==> src/design/upi_pkg.sv <==
// ----------------------------------------------------------------------------
// Unicycle pose integrator package
// Payload types, item kinds, controller codes and the arctangent table.
// ----------------------------------------------------------------------------
package upi_pkg;

    localparam int ANGLE_ITERS_DEF = 24;
    localparam logic [7:0] TIMEOUT_RESET = 8'd20;
    localparam logic [7:0] AGE_MAX = 8'd255;
    localparam logic signed [31:0] CORDIC_GAIN_Q30 = 32'sd652032874;

    localparam logic [1:0] CMD_VEL  = 2'd0;
    localparam logic [1:0] CMD_POSE = 2'd1;
    localparam logic [1:0] CMD_TICK = 2'd2;

    typedef struct packed {
        logic        [1:0]  cmd;
        logic signed [31:0] lin_velocity;
        logic signed [31:0] turn_rate;
        logic signed [31:0] set_x;
        logic signed [31:0] set_y;
        logic        [31:0] set_heading;
        logic        [47:0] time_now;
    } upi_in_t;

    typedef struct packed {
        logic signed [31:0] pos_x;
        logic signed [31:0] pos_y;
        logic        [31:0] heading;
        logic signed [31:0] speed_out;
        logic signed [31:0] rate_out;
        logic               timed_out;
    } upi_out_t;

    typedef enum logic [4:0] {
        ST_IDLE, ST_DECODE, ST_Y0, ST_Y1, ST_Y2, ST_Y3, ST_CORDIC,
        ST_P0, ST_P1, ST_P2, ST_P3, ST_P4, ST_P5, ST_P6, ST_P7, ST_PUBLISH
    } upi_state_t;

    typedef enum logic [2:0] {
        MUL_NONE, MUL_YAW_DL, MUL_YAW_DH, MUL_VEL_TRIG,
        MUL_ALO_DL, MUL_ALO_DH, MUL_AHI_DL, MUL_AHI_DH
    } upi_mul_t;

    typedef enum logic [1:0] {
        ACC_NONE, ACC_LOAD, ACC_ADD
    } upi_acc_t;

    typedef struct packed {
        logic       load_in;
        logic       do_vel;
        logic       do_pose;
        logic       do_back;
        logic       do_tick;
        upi_mul_t   mul_sel;
        upi_acc_t   acc_op;
        logic [1:0] acc_sh;
        logic       save_angle;
        logic       cordic_step;
        logic [4:0] iter_idx;
        logic       save_a;
        logic       axis;
        logic       finish_axis;
        logic       publish;
    } upi_cmd_t;

    typedef struct packed {
        logic [1:0] kind;
        logic       time_lt;
        logic       time_eq;
        logic       out_busy;
    } upi_stat_t;

    // atan(2^-i) in units of 2^-32 turn.
    function automatic logic [31:0] atan_turns(input logic [4:0] idx);
        logic [31:0] r;
        unique case (idx)
            5'd0:  r = 32'h20000000;
            5'd1:  r = 32'h12E4051E;
            5'd2:  r = 32'h09FB385B;
            5'd3:  r = 32'h051111D4;
            5'd4:  r = 32'h028B0D43;
            5'd5:  r = 32'h0145D7E1;
            5'd6:  r = 32'h00A2F61E;
            5'd7:  r = 32'h00517C55;
            5'd8:  r = 32'h0028BE53;
            5'd9:  r = 32'h00145F2F;
            5'd10: r = 32'h000A2F98;
            5'd11: r = 32'h000517CC;
            5'd12: r = 32'h00028BE6;
            5'd13: r = 32'h000145F3;
            5'd14: r = 32'h0000A2FA;
            5'd15: r = 32'h0000517D;
            5'd16: r = 32'h000028BE;
            5'd17: r = 32'h0000145F;
            5'd18: r = 32'h00000A30;
            5'd19: r = 32'h00000518;
            5'd20: r = 32'h0000028C;
            5'd21: r = 32'h00000146;
            5'd22: r = 32'h000000A3;
            5'd23: r = 32'h00000051;
            5'd24: r = 32'h00000029;
            5'd25: r = 32'h00000014;
            5'd26: r = 32'h0000000A;
            5'd27: r = 32'h00000005;
            5'd28: r = 32'h00000003;
            5'd29: r = 32'h00000001;
            5'd30: r = 32'h00000001;
            default: r = 32'h00000000;
        endcase
        return r;
    endfunction

endpackage

==> src/design/upi_ctrl.sv <==
// ----------------------------------------------------------------------------
// Unicycle pose integrator controller
// Sequences decode, heading product, CORDIC rotations and position updates.
// ----------------------------------------------------------------------------
module upi_ctrl #(
    parameter int ANGLE_ITERS = upi_pkg::ANGLE_ITERS_DEF
) (
    input  logic              aclk,
    input  logic              aresetn,
    input  logic              s_valid,
    output logic              s_ready,
    input  upi_pkg::upi_stat_t stat,
    output upi_pkg::upi_cmd_t  cmd
);
    import upi_pkg::*;

    localparam int IterW = (ANGLE_ITERS > 1) ? $clog2(ANGLE_ITERS) : 1;
    localparam logic [IterW-1:0] IterLast = IterW'(ANGLE_ITERS - 1);

    upi_state_t       state_reg, state_next;
    logic [IterW-1:0] cnt_reg, cnt_next;
    logic             axis_reg, axis_next;

    always_ff @(posedge aclk) begin
        if (!aresetn) begin
            state_reg <= ST_IDLE;
            cnt_reg   <= '0;
            axis_reg  <= 1'b0;
        end else begin
            state_reg <= state_next;
            cnt_reg   <= cnt_next;
            axis_reg  <= axis_next;
        end
    end

    always_comb begin
        state_next = state_reg;
        cnt_next   = cnt_reg;
        axis_next  = axis_reg;
        unique case (state_reg)
            ST_IDLE: begin
                if (s_valid) begin
                    state_next = ST_DECODE;
                end
            end
            ST_DECODE: begin
                unique case (stat.kind)
                    CMD_POSE: state_next = ST_PUBLISH;
                    CMD_TICK: begin
                        if (stat.time_lt || stat.time_eq) begin
                            state_next = ST_IDLE;
                        end else begin
                            state_next = ST_Y0;
                        end
                    end
                    default: state_next = ST_IDLE;
                endcase
            end
            ST_Y0: state_next = ST_Y1;
            ST_Y1: state_next = ST_Y2;
            ST_Y2: state_next = ST_Y3;
            ST_Y3: begin
                state_next = ST_CORDIC;
                cnt_next   = '0;
            end
            ST_CORDIC: begin
                if (cnt_reg == IterLast) begin
                    state_next = ST_P0;
                    axis_next  = 1'b0;
                end else begin
                    cnt_next = cnt_reg + 1'b1;
                end
            end
            ST_P0: state_next = ST_P1;
            ST_P1: state_next = ST_P2;
            ST_P2: state_next = ST_P3;
            ST_P3: state_next = ST_P4;
            ST_P4: state_next = ST_P5;
            ST_P5: state_next = ST_P6;
            ST_P6: state_next = ST_P7;
            ST_P7: begin
                if (axis_reg) begin
                    state_next = ST_PUBLISH;
                end else begin
                    state_next = ST_P0;
                    axis_next  = 1'b1;
                end
            end
            ST_PUBLISH: begin
                if (!stat.out_busy) begin
                    state_next = ST_IDLE;
                end
            end
            default: state_next = ST_IDLE;
        endcase
    end

    always_comb begin
        cmd          = '0;
        cmd.mul_sel  = MUL_NONE;
        cmd.acc_op   = ACC_NONE;
        cmd.axis     = axis_reg;
        cmd.iter_idx = 5'(cnt_reg);
        s_ready      = 1'b0;
        unique case (state_reg)
            ST_IDLE: begin
                s_ready     = 1'b1;
                cmd.load_in = s_valid;
            end
            ST_DECODE: begin
                unique case (stat.kind)
                    CMD_VEL:  cmd.do_vel = 1'b1;
                    CMD_POSE: cmd.do_pose = 1'b1;
                    CMD_TICK: begin
                        cmd.do_back = stat.time_lt;
                        cmd.do_tick = !stat.time_lt && !stat.time_eq;
                    end
                    default: ;
                endcase
            end
            ST_Y0: cmd.mul_sel = MUL_YAW_DL;
            ST_Y1: begin
                cmd.mul_sel = MUL_YAW_DH;
                cmd.acc_op  = ACC_LOAD;
                cmd.acc_sh  = 2'd0;
            end
            ST_Y2: begin
                cmd.acc_op = ACC_ADD;
                cmd.acc_sh = 2'd1;
            end
            ST_Y3:     cmd.save_angle = 1'b1;
            ST_CORDIC: cmd.cordic_step = 1'b1;
            ST_P0:     cmd.mul_sel = MUL_VEL_TRIG;
            ST_P1:     cmd.save_a = 1'b1;
            ST_P2:     cmd.mul_sel = MUL_ALO_DL;
            ST_P3: begin
                cmd.mul_sel = MUL_ALO_DH;
                cmd.acc_op  = ACC_LOAD;
                cmd.acc_sh  = 2'd0;
            end
            ST_P4: begin
                cmd.mul_sel = MUL_AHI_DL;
                cmd.acc_op  = ACC_ADD;
                cmd.acc_sh  = 2'd1;
            end
            ST_P5: begin
                cmd.mul_sel = MUL_AHI_DH;
                cmd.acc_op  = ACC_ADD;
                cmd.acc_sh  = 2'd1;
            end
            ST_P6: begin
                cmd.acc_op = ACC_ADD;
                cmd.acc_sh = 2'd2;
            end
            ST_P7:      cmd.finish_axis = 1'b1;
            ST_PUBLISH: cmd.publish = !stat.out_busy;
            default: ;
        endcase
    end

endmodule

==> config.mk <==
export PLATFORM = sky130hd
export DESIGN_NAME = upi_ctrl
export DESIGN_NICKNAME = d
export VERILOG_FILES = /design/src/design/upi_pkg.sv /design/src/design/upi_ctrl.sv
export SDC_FILE = /design/constraint.sdc
export NUM_CORES = 1
export LEC_CHECK = 0
export BUFFER_PORTS_ARGS = -buffer_cell sky130_fd_sc_hd__buf_2
export CAP_MARGIN = 10
export CELL_PAD_IN_SITES_DETAIL_PLACEMENT = 0
export CELL_PAD_IN_SITES_GLOBAL_PLACEMENT = 1
export CORE_MARGIN = 10
export CORE_UTILIZATION = 35
export CTS_BUF_LIST = sky130_fd_sc_hd__clkbuf_8
export CTS_CLUSTER_SIZE = 12
export DETAILED_ROUTE_END_ITERATION = 16
export MAX_ROUTING_LAYER = met4
export PLACE_DENSITY = 0.91
export SYNTH_ARGS = -nofsm -noshare
export SYNTH_HDL_FRONTEND = slang
export SYNTH_SLANG_ARGS = --single-unit
==> constraint.sdc <==
create_clock -name aclk -period 2 [get_ports aclk]
set_input_delay 0.3 -clock aclk [delete_from_list [all_inputs] [get_ports aclk]]
set_output_delay 0.3 -clock aclk [all_outputs]
set_load 0.02 [all_outputs]
==> impl_results.md, run 1 <==
- F_max: 542 MHz
- CTS tree: built
- WL/cell: 14.5 µm
- Delay of the slowest critical-path stage: 0.50 ns
- Synth async-reset ratio: 0%
- Drt via density: 5.46
- Sequential area share after synthesis: 23.9%
- Core box area: 2250 µm²
- Fin. max-slew vios: 0
- Number of synthesized register bits: 10
- Root Buffer: clkbuf_8
- CP top delay family: flip-flops
- Most frequent cells in the layout: buf_2, nand2_1, a21oi_1
- WS Path Type: flop to output port
- ANT cells: 0
- GR Util All Layers: 10.8%
- Fin crit share: 92.3%
- Crit path setup slack, layout: 0.154 ns
- Post-synth EDFFs: 0
- DP Wirelength: 1800 µm
- Power, Total: 0.763 mW
- R2R depth: 5
- Most common cell after layout, fill and taps aside: buf_2
- CTS Buf Count: 3
- Worst Path Arrival: 1.55 ns
- Resized cells post-CTS: 0
- Worst Clk Skew: 0.00118 ns
- Worst setup path endpoint: cmd[14]
- First DRT Iteration DRCs: 49
- Setup TNS: 0 ns
- Core Util, Final: 47.7%
- Dpl cell area: 1010 µm²
- Gr ovfl total: 0
- Final count of hold timing violations: 0
- R2r setup slk: 0.41 ns
- # setup viols final: 0
- Met2 Wirelength: 1080 µm
- Max Cap Viol: 0
- Crit start category: flop
- Initial Util: 37.1%
- Yosys Warn Count: 0
- Top Metal Used: met4
- Total number of vias: 907
- Leak pwr: 0.508 nW
- Global-route wire length before repair: 3860 µm
- Setup bufs post-CTS: 0
- Combinational Power Share: 32.6%
- Initial antenna violation count: 0
- Status: finished, final reports clean
- WP depth: 5
- Die Y-Extent: 68.9 µm
- Syn avg cell area: 7.82 µm²
- Mapped Cells: 107
- Post-placement setup slack: 0.309 ns
- Layout area overhead: 28.4%
- Largest register FFs: 5
- Post-synth cell types: 45
- Maximum buffer depth of the clock tree: 2
- Crit path from: state_reg[3]$_SDFFE_PN0P_
- Clock slew at reported path FFs: 0.05 ns
- Top Ports: 32
- Slew @ Worst Pin: 0.537 ns
- Clock Latency Late Sink: 0.24 ns
- Hold Worst Slack: 0.331 ns
- R2r endpoint: cnt_reg[2]$_SDFFE_PN0P_
- Part of the power in registers: 33.0%
- Top_reg_cell synth: dfxtp_1
- Vias in the first global route: 820
- Largest net degree at the start of global routing: 16
- Switching pwr: 0.270 mW
- Worst EP required: 1.70 ns
- Pwr/cell area: 710 nW/µm²
- Slowest stage cell, crit path: dfxtp_1
- # nets final: 152
- Sink Count: 10
- Cell area after synthesis: 837 µm²
- DRC: 0
- Post-route ant nets: 0
- Unrepaired setup endpoints after global routing: no
- I/O Buffers: 31
- Clock power share: 34.4%
- Syn nets: 120
- Dpl cells: 162
- Design area: 1070 µm²
- Max Fanout on Critical Path: 11
- Cts hold-fix bufs: 0
- # fillers: 239
- Peak VDD IR: 371 µV
- CP Cell Sequence: buf_4, nand2_1, nor2_1, or2_1, buf_2
- Final Non-Filler Cells: 166
- Drt total wl: 2410 µm
- Share of layout cells above drive strength 1: 33.3%
- CP bufs+invs: 2
- Setup crit end kind: output port
- Met1 Routed Length: 1100 µm
- Rows: 17
- Beginning of the worst register-to-register path: state_reg[0]$_SDFFE_PN0P_
- Die area: 4750 µm²
- Relative slew slack: 63.8%
- # H-tree levels: 1
- Internal: 0.493 mW
- Global placement routability congestion: 0.883
- Drt first pass iters: 4
- Sw Share: 35.4%
- Die width: 68.9 µm
- Period minus WS final: 1.85 ns
- Worst hold path class: input pin to flop
- Met3 wire len: 172 µm
how the worst min path moves through the flow:
stage	from	cells after the start	endpoint	slack (ns)
final	aresetn	2	state_reg[1]$_SDFFE_PN0P_	0.33
after CTS	aresetn	2	state_reg[1]$_SDFFE_PN0P_	0.34
after global placement	axis_reg$_SDFFE_PN0P_	2	axis_reg$_SDFFE_PN0P_	0.48
after floorplan	aresetn	1	state_reg[1]$_SDFFE_PN0P_	0.43
after global routing	aresetn	2	state_reg[1]$_SDFFE_PN0P_	0.33
after detailed placement	axis_reg$_SDFFE_PN0P_	2	axis_reg$_SDFFE_PN0P_	0.48
routing by layer:
layer	up-vias	global-route usage (%)
met5	-	-
met4	0	5.91
met3	5	1.93
met2	28	15.5
met1	420	13.8
li1	454	-
logic make-up after synthesis:
logic type,share of synthesized area [%]
buffers and inverters,7.62
AOI/OAI and AO/OA,27.7
DFF,23.9
and+or+nand+nor,31.1
adders and majority gates,7.47
xor gates and xnor gates,1.05
muxes,1.20
Yosys cell counts, types with 2 or more instances:
| master | count | area share [%] |
|---|---|---|
| and2_1 | 5 | 3.7 |
| nand3_1 | 2 | 1.2 |
| nand2_1 | 9 | 4.0 |
| o21ai_1 | 3 | 1.8 |
| or2_1 | 2 | 1.5 |
| nor3_1 | 3 | 1.8 |
| o22ai_1 | 2 | 1.5 |
| inv_1 | 5 | 2.2 |
| dfxtp_1 | 10 | 24 |
| a21o_1 | 2 | 1.8 |
| nor2b_1 | 4 | 3.0 |
| o21a_1 | 2 | 1.8 |
| a21oi_1 | 9 | 5.4 |
| or3_1 | 2 | 1.5 |
| buf_4 | 3 | 2.7 |
| o21ai_0 | 2 | 1.2 |
| buf_2 | 3 | 1.8 |
| nor2_1 | 6 | 2.7 |
| nand2b_1 | 3 | 2.2 |
| ha_1 | 5 | 7.5 |
layout make-up:
class	count	area (µm²)	area share, %
multi-input cells	84	582	54.1
flip-flops and latches	10	203	18.9
repair buffers	34	178	16.5
clock buffers	4	55.1	5.12
well taps	28	35.0	3.26
inverters	6	22.5	2.10
power groups by stage:
stage	clock [mW]	sequential, mW	combinational, mW
finish	0.263	0.252	0.249
global route	0.278	0.255	0.270
CTS	0.262	0.247	0.247
detailed placement	0	0.251	0.242
global placement	0	0.247	0.240
floorplan	0	0.227	0.197
No activity file was read; power rests on OpenSTA's default activity.
==> inputs of run 2 (changes only) <==
--- a/config.mk
+++ b/config.mk
@@ -5,6 +5,7 @@
 export SDC_FILE = /design/constraint.sdc
 export NUM_CORES = 1
 export LEC_CHECK = 0
+export ABC_AREA = 1
 export BUFFER_PORTS_ARGS = -buffer_cell sky130_fd_sc_hd__buf_2
 export CAP_MARGIN = 10
 export CELL_PAD_IN_SITES_DETAIL_PLACEMENT = 0
@@ -15,7 +16,7 @@
 export CTS_CLUSTER_SIZE = 12
 export DETAILED_ROUTE_END_ITERATION = 16
 export MAX_ROUTING_LAYER = met4
-export PLACE_DENSITY = 0.91
+export PLACE_DENSITY_LB_ADDON = 0.15
 export SYNTH_ARGS = -nofsm -noshare
 export SYNTH_HDL_FRONTEND = slang
 export SYNTH_SLANG_ARGS = --single-unit
==> run 2 against run 1 <==
Against the previous run: sequential cell count did not move; clock power is 22% lower; synthesized cell count is 40% higher; critical endpoint is now cmd[1]; largest cell class unchanged; highest routed layer is now met3.
==> impl_results.md, run 2 <==
- # nets final: 194 (+28%)
- Cell area after synthesis: 966 µm² (+15%)
- Die width: 72.5 µm (+5.3%)
- Gr ovfl total: 0 (unchanged)
- WL/cell: 11.3 µm (-22%)
- Share of Yosys cell area claimed by the top area cell type: 20.7% (-3.2 points)
- Worst Path Arrival: 1.48 ns (-0.07 ns)
- First DRT Iteration DRCs: 34 (-31%)
- Clock power share: 34.6% (+0.2 points)
- Clock slew at reported path FFs: 0.05 ns (about the same)
- Leading post-synthesis cells by cell area: dfxtp_1, nand2_1, inv_1
- # H-tree levels: 1 (unchanged)
- R2r setup slk: 0.57 ns (+0.16 ns)
- Layout area overhead: 19.3%
- Pwr/cell area: 514 nW/µm² (-28%)
- Top Ports: 32 (unchanged)
- Vias in the first global route: 893 (+8.9%)
- Crit path setup slack, layout: 0.216 ns (+0.0623 ns)
- Top_reg_cell synth: dfxtp_1
- Most frequent cell after synthesis: nand2_1
- Synth async-reset ratio: 0% (unchanged)
- Initial antenna violation count: 0 (unchanged)
- Die area: 5260 µm² (+11%)
- Setup TNS: 0 ns (unchanged)
- Maximum buffer depth of the clock tree: 2 (unchanged)
- Post-synth EDFFs: 0 (unchanged)
- Leak pwr: 0.711 nW (+40%)
- Crit start category: flop
- Share of layout cells above drive strength 1: 30.2% (-3.2 points)
- # fillers: 289 (+21%)
- ANT cells: 0 (unchanged)
- DP Wirelength: 2000 µm (+11%)
- Yosys Warn Count: 0 (unchanged)
- Post-placement setup slack: 0.405 ns (+0.0955 ns)
- Die Y-Extent: 72.5 µm (+5.3%)
- Sequential area share after synthesis: 20.7% (-3.2 points)
- Number of synthesized register bits: 10 (unchanged)
- Global-route wire length before repair: 4080 µm (+5.5%)
- Synth top cells by count: nand2_1, inv_1, nor2_1, nand3_1, dfxtp_1
- R2r endpoint: state_reg[1]$_SDFFE_PN0P_
- Unrepaired setup endpoints after global routing: no
- Fin. max-slew vios: 0 (unchanged)
- Largest register FFs: 5 (unchanged)
- Final count of hold timing violations: 0 (unchanged)
- Drt total wl: 2360 µm (-2.2%)
- Worst hold path class: input pin to flop
- Peak VDD IR: 344 µV (-7.2%)
- Worst Clk Skew: 0.00405 ns (+0.00287 ns)
- Mapped Cells: 150 (+40%)
- Largest net degree at the start of global routing: 10 (-6)
- Root Buffer: clkbuf_8
- Post-synth cell types: 23 (-49%)
- Max Fanout on Critical Path: 8 (-3)
- Hold_sp: aresetn
- R2R depth: 7 (+2)
- Slew @ Worst Pin: 0.468 ns (-0.0690 ns)
- Core Util, Final: 45.3% (-2.4 points)
- Syn nets: 163 (+36%)
- Global placement routability congestion: 0.821 (-7.1%)
- CTS tree: built
- Most common cell after layout, fill and taps aside: nand2_1
- Total number of vias: 935 (+3.1%)
- Most frequent cells in the layout: nand2_1, buf_2, inv_1
- I/O Buffers: 31 (unchanged)
- # setup viols final: 0 (unchanged)
- CTS Buf Count: 3 (unchanged)
- Initial Util: 38.0% (+0.83 points)
- Area leader, netlist: dfxtp_1
- Hold path depth: 3 (+1)
- Clock Latency Late Sink: 0.24 ns (about the same)
- DRC: 0 (unchanged)
- Setup bufs post-CTS: 0 (unchanged)
- Core box area: 2540 µm² (+13%)
- Relative slew slack: 68.7% (+4.9 points)
- Rows: 18 (+1)
- F_max: 561 MHz (+3.5%)
- Internal: 0.393 mW (-20%)
- Beginning of the worst register-to-register path: state_reg[1]$_SDFFE_PN0P_
- Combinational Power Share: 27.0% (-5.6 points)
- Period minus WS final: 1.78 ns (-0.0623 ns)
- Max Cap Viol: 0 (unchanged)
- Worst EP required: 1.70 ns (about the same)
- Sw Share: 33.7% (-1.7 points)
- GR Util All Layers: 9.73% (-1.1 points)
- Syn avg cell area: 6.44 µm² (-18%)
- Fin crit share: 89.2% (-3.1 points)
- Setup crit end kind: output port
- Worst Hold End: state_reg[3]$_SDFFE_PN0P_
- Switching pwr: 0.200 mW (-26%)
- Drt via density: 4.47 (-18%)
- Status: finished, final reports clean
- Post-route ant nets: 0 (unchanged)
- WS Path Type: flop to output port
- Sink Count: 10 (unchanged)
- Part of the power in registers: 38.4% (+5.4 points)
- Drt first pass iters: 4 (unchanged)
==> run 2: changes by cell type after synthesis, moves of 4 or more <==
cell,previous run,this run
nor2_1,6,25
nor2b_1,4,0
nand2_1,9,33
inv_1,5,26
and2_1,5,0
nand3_1,2,11
==> run 2: logic make-up after synthesis <==
family / after synthesis / synth area share [%]
adder cells (fa/ha/maj): 5 / 6.48
buffers and inverters: 36 / 18.7
flip-flops: 10 / 20.7
AO/OA/AOI/OAI: 14 / 7.77
AND/OR/NAND/NOR: 85 / 46.4
==> run 2: how the worst max path moves through the flow <==
stage | start | endpoint | slack, ns | cells after the start
2_1_floorplan | cnt_reg[1]$_SDFFE_PN0P_ | state_reg[1]$_SDFFE_PN0P_ | 0.61 | 9
3_3_place_gp | state_reg[1]$_SDFFE_PN0P_ | cmd[15] | 0.41 | 5
3_5_place_dp | state_reg[0]$_SDFFE_PN0P_ | cmd[20] | 0.40 | 5
4_1_cts | state_reg[0]$_SDFFE_PN0P_ | cmd[20] | 0.15 | 5
5_1_grt | state_reg[1]$_SDFFE_PN0P_ | cmd[17] | 0.09 | 6
6_report | state_reg[1]$_SDFFE_PN0P_ | cmd[1] | 0.22 | 5
==> run 2: through the flow <==
step,power [mW],instance area [µm²],cells,hold slack [ns]
2_1_floorplan,0.357,966,150,0.398
3_3_place_gp,0.392,1110,206,0.478
3_5_place_dp,0.393,1110,206,0.486
4_1_cts,0.602,1150,209,0.261
5_1_grt,0.638,1150,209,0.267
6_report,0.593,1150,209,0.263
==> run 2: per-layer routing <==
| layer | global-route usage, % | vias to the layer above | routed length (µm) |
|---|---|---|---|
| met2 | 13.2 | 19 | 1010 |
| li1 | - | 514 | - |
| met1 | 12.5 | 402 | 1140 |
| met5 | - | - | 0 |
| met4 | 1.90 | 0 | 0 |
| met3 | 4.90 | 0 | 198 |
==> run 2: layout make-up <==
cell class,count,area (µm²),area share (%)
multi-input cells,104,586,50.8
well taps,30,37.5,3.26
clock buffers,3,41.3,3.58
flip-flops and latches,10,201,17.5
inverters,31,131,11.4
repair buffers,31,155,13.5
==> run 2: worst max-delay path: stages (launching register included) <==
cell and delay [ns]:
dfxtp_1 0.60, inv_4 0.06, nor2_1 0.21, nand2_1 0.15
inv_1 0.07, buf_2 0.15
==> run 2: power groups by stage <==
| stage | sequential (mW) | combinational [mW] | clock (mW) |
|---|---|---|---|
| global placement | 0.230 | 0.162 | 0 |
| CTS | 0.227 | 0.163 | 0.212 |
| global route | 0.229 | 0.183 | 0.226 |
| detailed placement | 0.231 | 0.162 | 0 |
| finish | 0.228 | 0.160 | 0.205 |
| floorplan | 0.214 | 0.143 | 0 |
==> run 2: repair_timing <==
action                                  4_1_cts  5_1_grt
resized for setup                             0        1
hold buffers                                  0        0
endpoints found under the setup margin        0        1
hold endpoints to repair                      0        0
==> inputs of run 3 (changes only) <==
--- a/config.mk
+++ b/config.mk
@@ -15,6 +15,7 @@
 export CTS_BUF_LIST = sky130_fd_sc_hd__clkbuf_8
 export CTS_CLUSTER_SIZE = 12
 export DETAILED_ROUTE_END_ITERATION = 16
+export GPL_TIMING_DRIVEN = 0
 export MAX_ROUTING_LAYER = met4
 export PLACE_DENSITY_LB_ADDON = 0.15
 export SYNTH_ARGS = -nofsm -noshare
==> run 3 against run 2 <==
Against the previous run: critical path depth rose by 2; combinational power rose by 17%; sequential share of layout area fell by 0.80 points; first-iteration DRC count rose by 15%.
==> impl_results.md, run 3 (same netlist as run 2, synthesis figures left out) <==
- Peak VDD IR: 509 µV (+48%)
- Initial antenna violation count: 0 (unchanged)
- Top Ports: 32 (unchanged)
- Largest register FFs: 5 (unchanged)
- Hold_sp: aresetn
- WS Path Type: flop to output port
- # H-tree levels: 1 (unchanged)
- Final Non-Filler Cells: 214 (+2.4%)
- F_max: 602 MHz (+7.5%)
- Initial Util: 38.0% (unchanged)
- Total number of vias: 972 (+4.0%)
- Slew @ Worst Pin: 0.241 ns (-0.227 ns)
- Cts hold-fix bufs: 0 (unchanged)
- Crit start category: flop
- R2R depth: 9 (+2)
- Die area: 5260 µm² (unchanged)
- Vias in the first global route: 922 (+3.2%)
- Global placement routability congestion: 0.799 (-2.7%)
- Core box area: 2540 µm² (unchanged)
- Beginning of the worst register-to-register path: cnt_reg[0]$_SDFFE_PN0P_
- Max Cap Viol: 0 (unchanged)
- Layout area overhead: 24.2%
- Setup crit end kind: output port
- Die Y-Extent: 72.5 µm (unchanged)
- Global-route wire length before repair: 4060 µm (-0.49%)
- Rows: 18 (unchanged)
- DRC: 0 (unchanged)
- Clock slew at reported path FFs: 0.05 ns (about the same)
- Pwr/cell area: 504 nW/µm² (-2.0%)
- Fin. max-slew vios: 0 (unchanged)
- Most common cell after layout, fill and taps aside: nand2_1
- # setup viols final: 0 (unchanged)
- Status: finished, final reports clean
- CTS tree: built
- Unrepaired setup endpoints after global routing: no
- Setup TNS: 0 ns (unchanged)
- CP Cell Sequence: buf_6, inv_4, nor2_1, nand2_1, inv_1, buf_4, buf_2
- Gr ovfl total: 0 (unchanged)
- Worst Clk Skew: 0.00546 ns (+0.00141 ns)
- Period minus WS final: 1.66 ns (-0.124 ns)
- Sink Count: 10 (unchanged)
- WL/cell: 11.1 µm (-1.7%)
- # nets final: 199 (+2.6%)
- I/O Buffers: 31 (unchanged)
- Delay of the slowest critical-path stage: 0.31 ns (-0.29 ns)
- Worst hold path class: input pin to flop
- CTS Buf Count: 3 (unchanged)
- Hold path depth: 3 (unchanged)
- Most frequent cells in the layout: nand2_1, buf_2, inv_1
- Share of layout cells above drive strength 1: 31.5% (+1.4 points)
- Setup bufs post-CTS: 0 (unchanged)
- Largest net degree at the start of global routing: 10 (unchanged)
- Clock Latency Late Sink: 0.24 ns (about the same)
- Max Fanout on Critical Path: 8 (unchanged)
- Drt total wl: 2370 µm (+0.68%)
- Crit path from: state_reg[1]$_SDFFE_PN0P_
- Final count of hold timing violations: 0 (unchanged)
- Worst Path Arrival: 1.36 ns (-0.12 ns)
- Resized cells post-CTS: 0 (unchanged)
- Maximum buffer depth of the clock tree: 2 (unchanged)
- GR Util All Layers: 9.56% (-0.17 points)
- Hold Worst Slack: 0.269 ns (+0.00655 ns)
- Die width: 72.5 µm (unchanged)
- Post-route ant nets: 0 (unchanged)
- Power, Total: 0.605 mW (+2.1%)
- Leak pwr: 0.740 nW (+4.1%)
- First DRT Iteration DRCs: 39 (+15%)
- Relative slew slack: 83.9% (+15 points)
- Root Buffer: clkbuf_8
- Drt first pass iters: 4 (unchanged)
- Dpl cells: 211 (+2.4%)
- Drt via density: 4.54 (+1.5%)
- # fillers: 294 (+1.7%)
- ANT cells: 0 (unchanged)
- Slowest stage cell, crit path: dfxtp_1
- DP Wirelength: 2030 µm (+1.9%)
- Worst EP required: 1.70 ns (about the same)
- Fin crit share: 83.0% (-6.2 points)
run 3: per-layer routing:
| metal | global-route usage [%] | routed length, µm |
|---|---|---|
| met1 | 11.6 | 1160 |
| met2 | 14.2 | 1030 |
| met3 | 4.35 | 166 |
| met4 | 1.90 | 21 |
| met5 | - | 0 |
run 3: where the power goes:
group / switching (mW) / internal (mW)
sequential: 0.00482 / 0.206
clock: 0.0757 / 0.132
combinational: 0.123 / 0.0636
run 3: critical path: cells and delay by family, from the launching register on:
kind | cells | cell delay, ns
buffers and inverters | 5 | 0.50
flip-flops | 1 | 0.31
AND/OR/NAND/NOR | 2 | 0.31
run 3: path summary, 6_finish.rpt:
kind / slack [ns] / to
worst max-delay path: 0.34 / cmd[1]
worst min-delay path: 0.27 / state_reg[3]$_SDFFE_PN0P_
worst max register to register: 0.63 / cnt_reg[3]$_SDFFE_PN0P_
worst min register to register: 0.49 / axis_reg$_SDFFE_PN0P_
run 3: area by class of cell:
| type | count | area (µm²) | share of cell area [%] |
|---|---|---|---|
| well taps | 30 | 37.5 | 3.13 |
| flip-flops and latches | 10 | 200 | 16.7 |
| clock buffers | 3 | 41.3 | 3.44 |
| multi-input cells | 104 | 586 | 48.8 |
| inverters | 31 | 131 | 10.9 |
| repair buffers | 31 | 155 | 12.9 |
| plain buffers | 5 | 48.8 | 4.07 |
run 3: through the flow:
| step | setup WS, ns | cell area [µm²] | utilization (%) |
|---|---|---|---|
| after global placement | 0.556 | 1160 | 45.5 |
| after detailed placement | 0.576 | 1160 | 45.5 |
| after CTS | 0.320 | 1200 | 47.1 |
| after floorplan | 0.605 | 966 | - |
| after global routing | 0.138 | 1200 | 47.1 |
| final | 0.340 | 1200 | 47.1 |
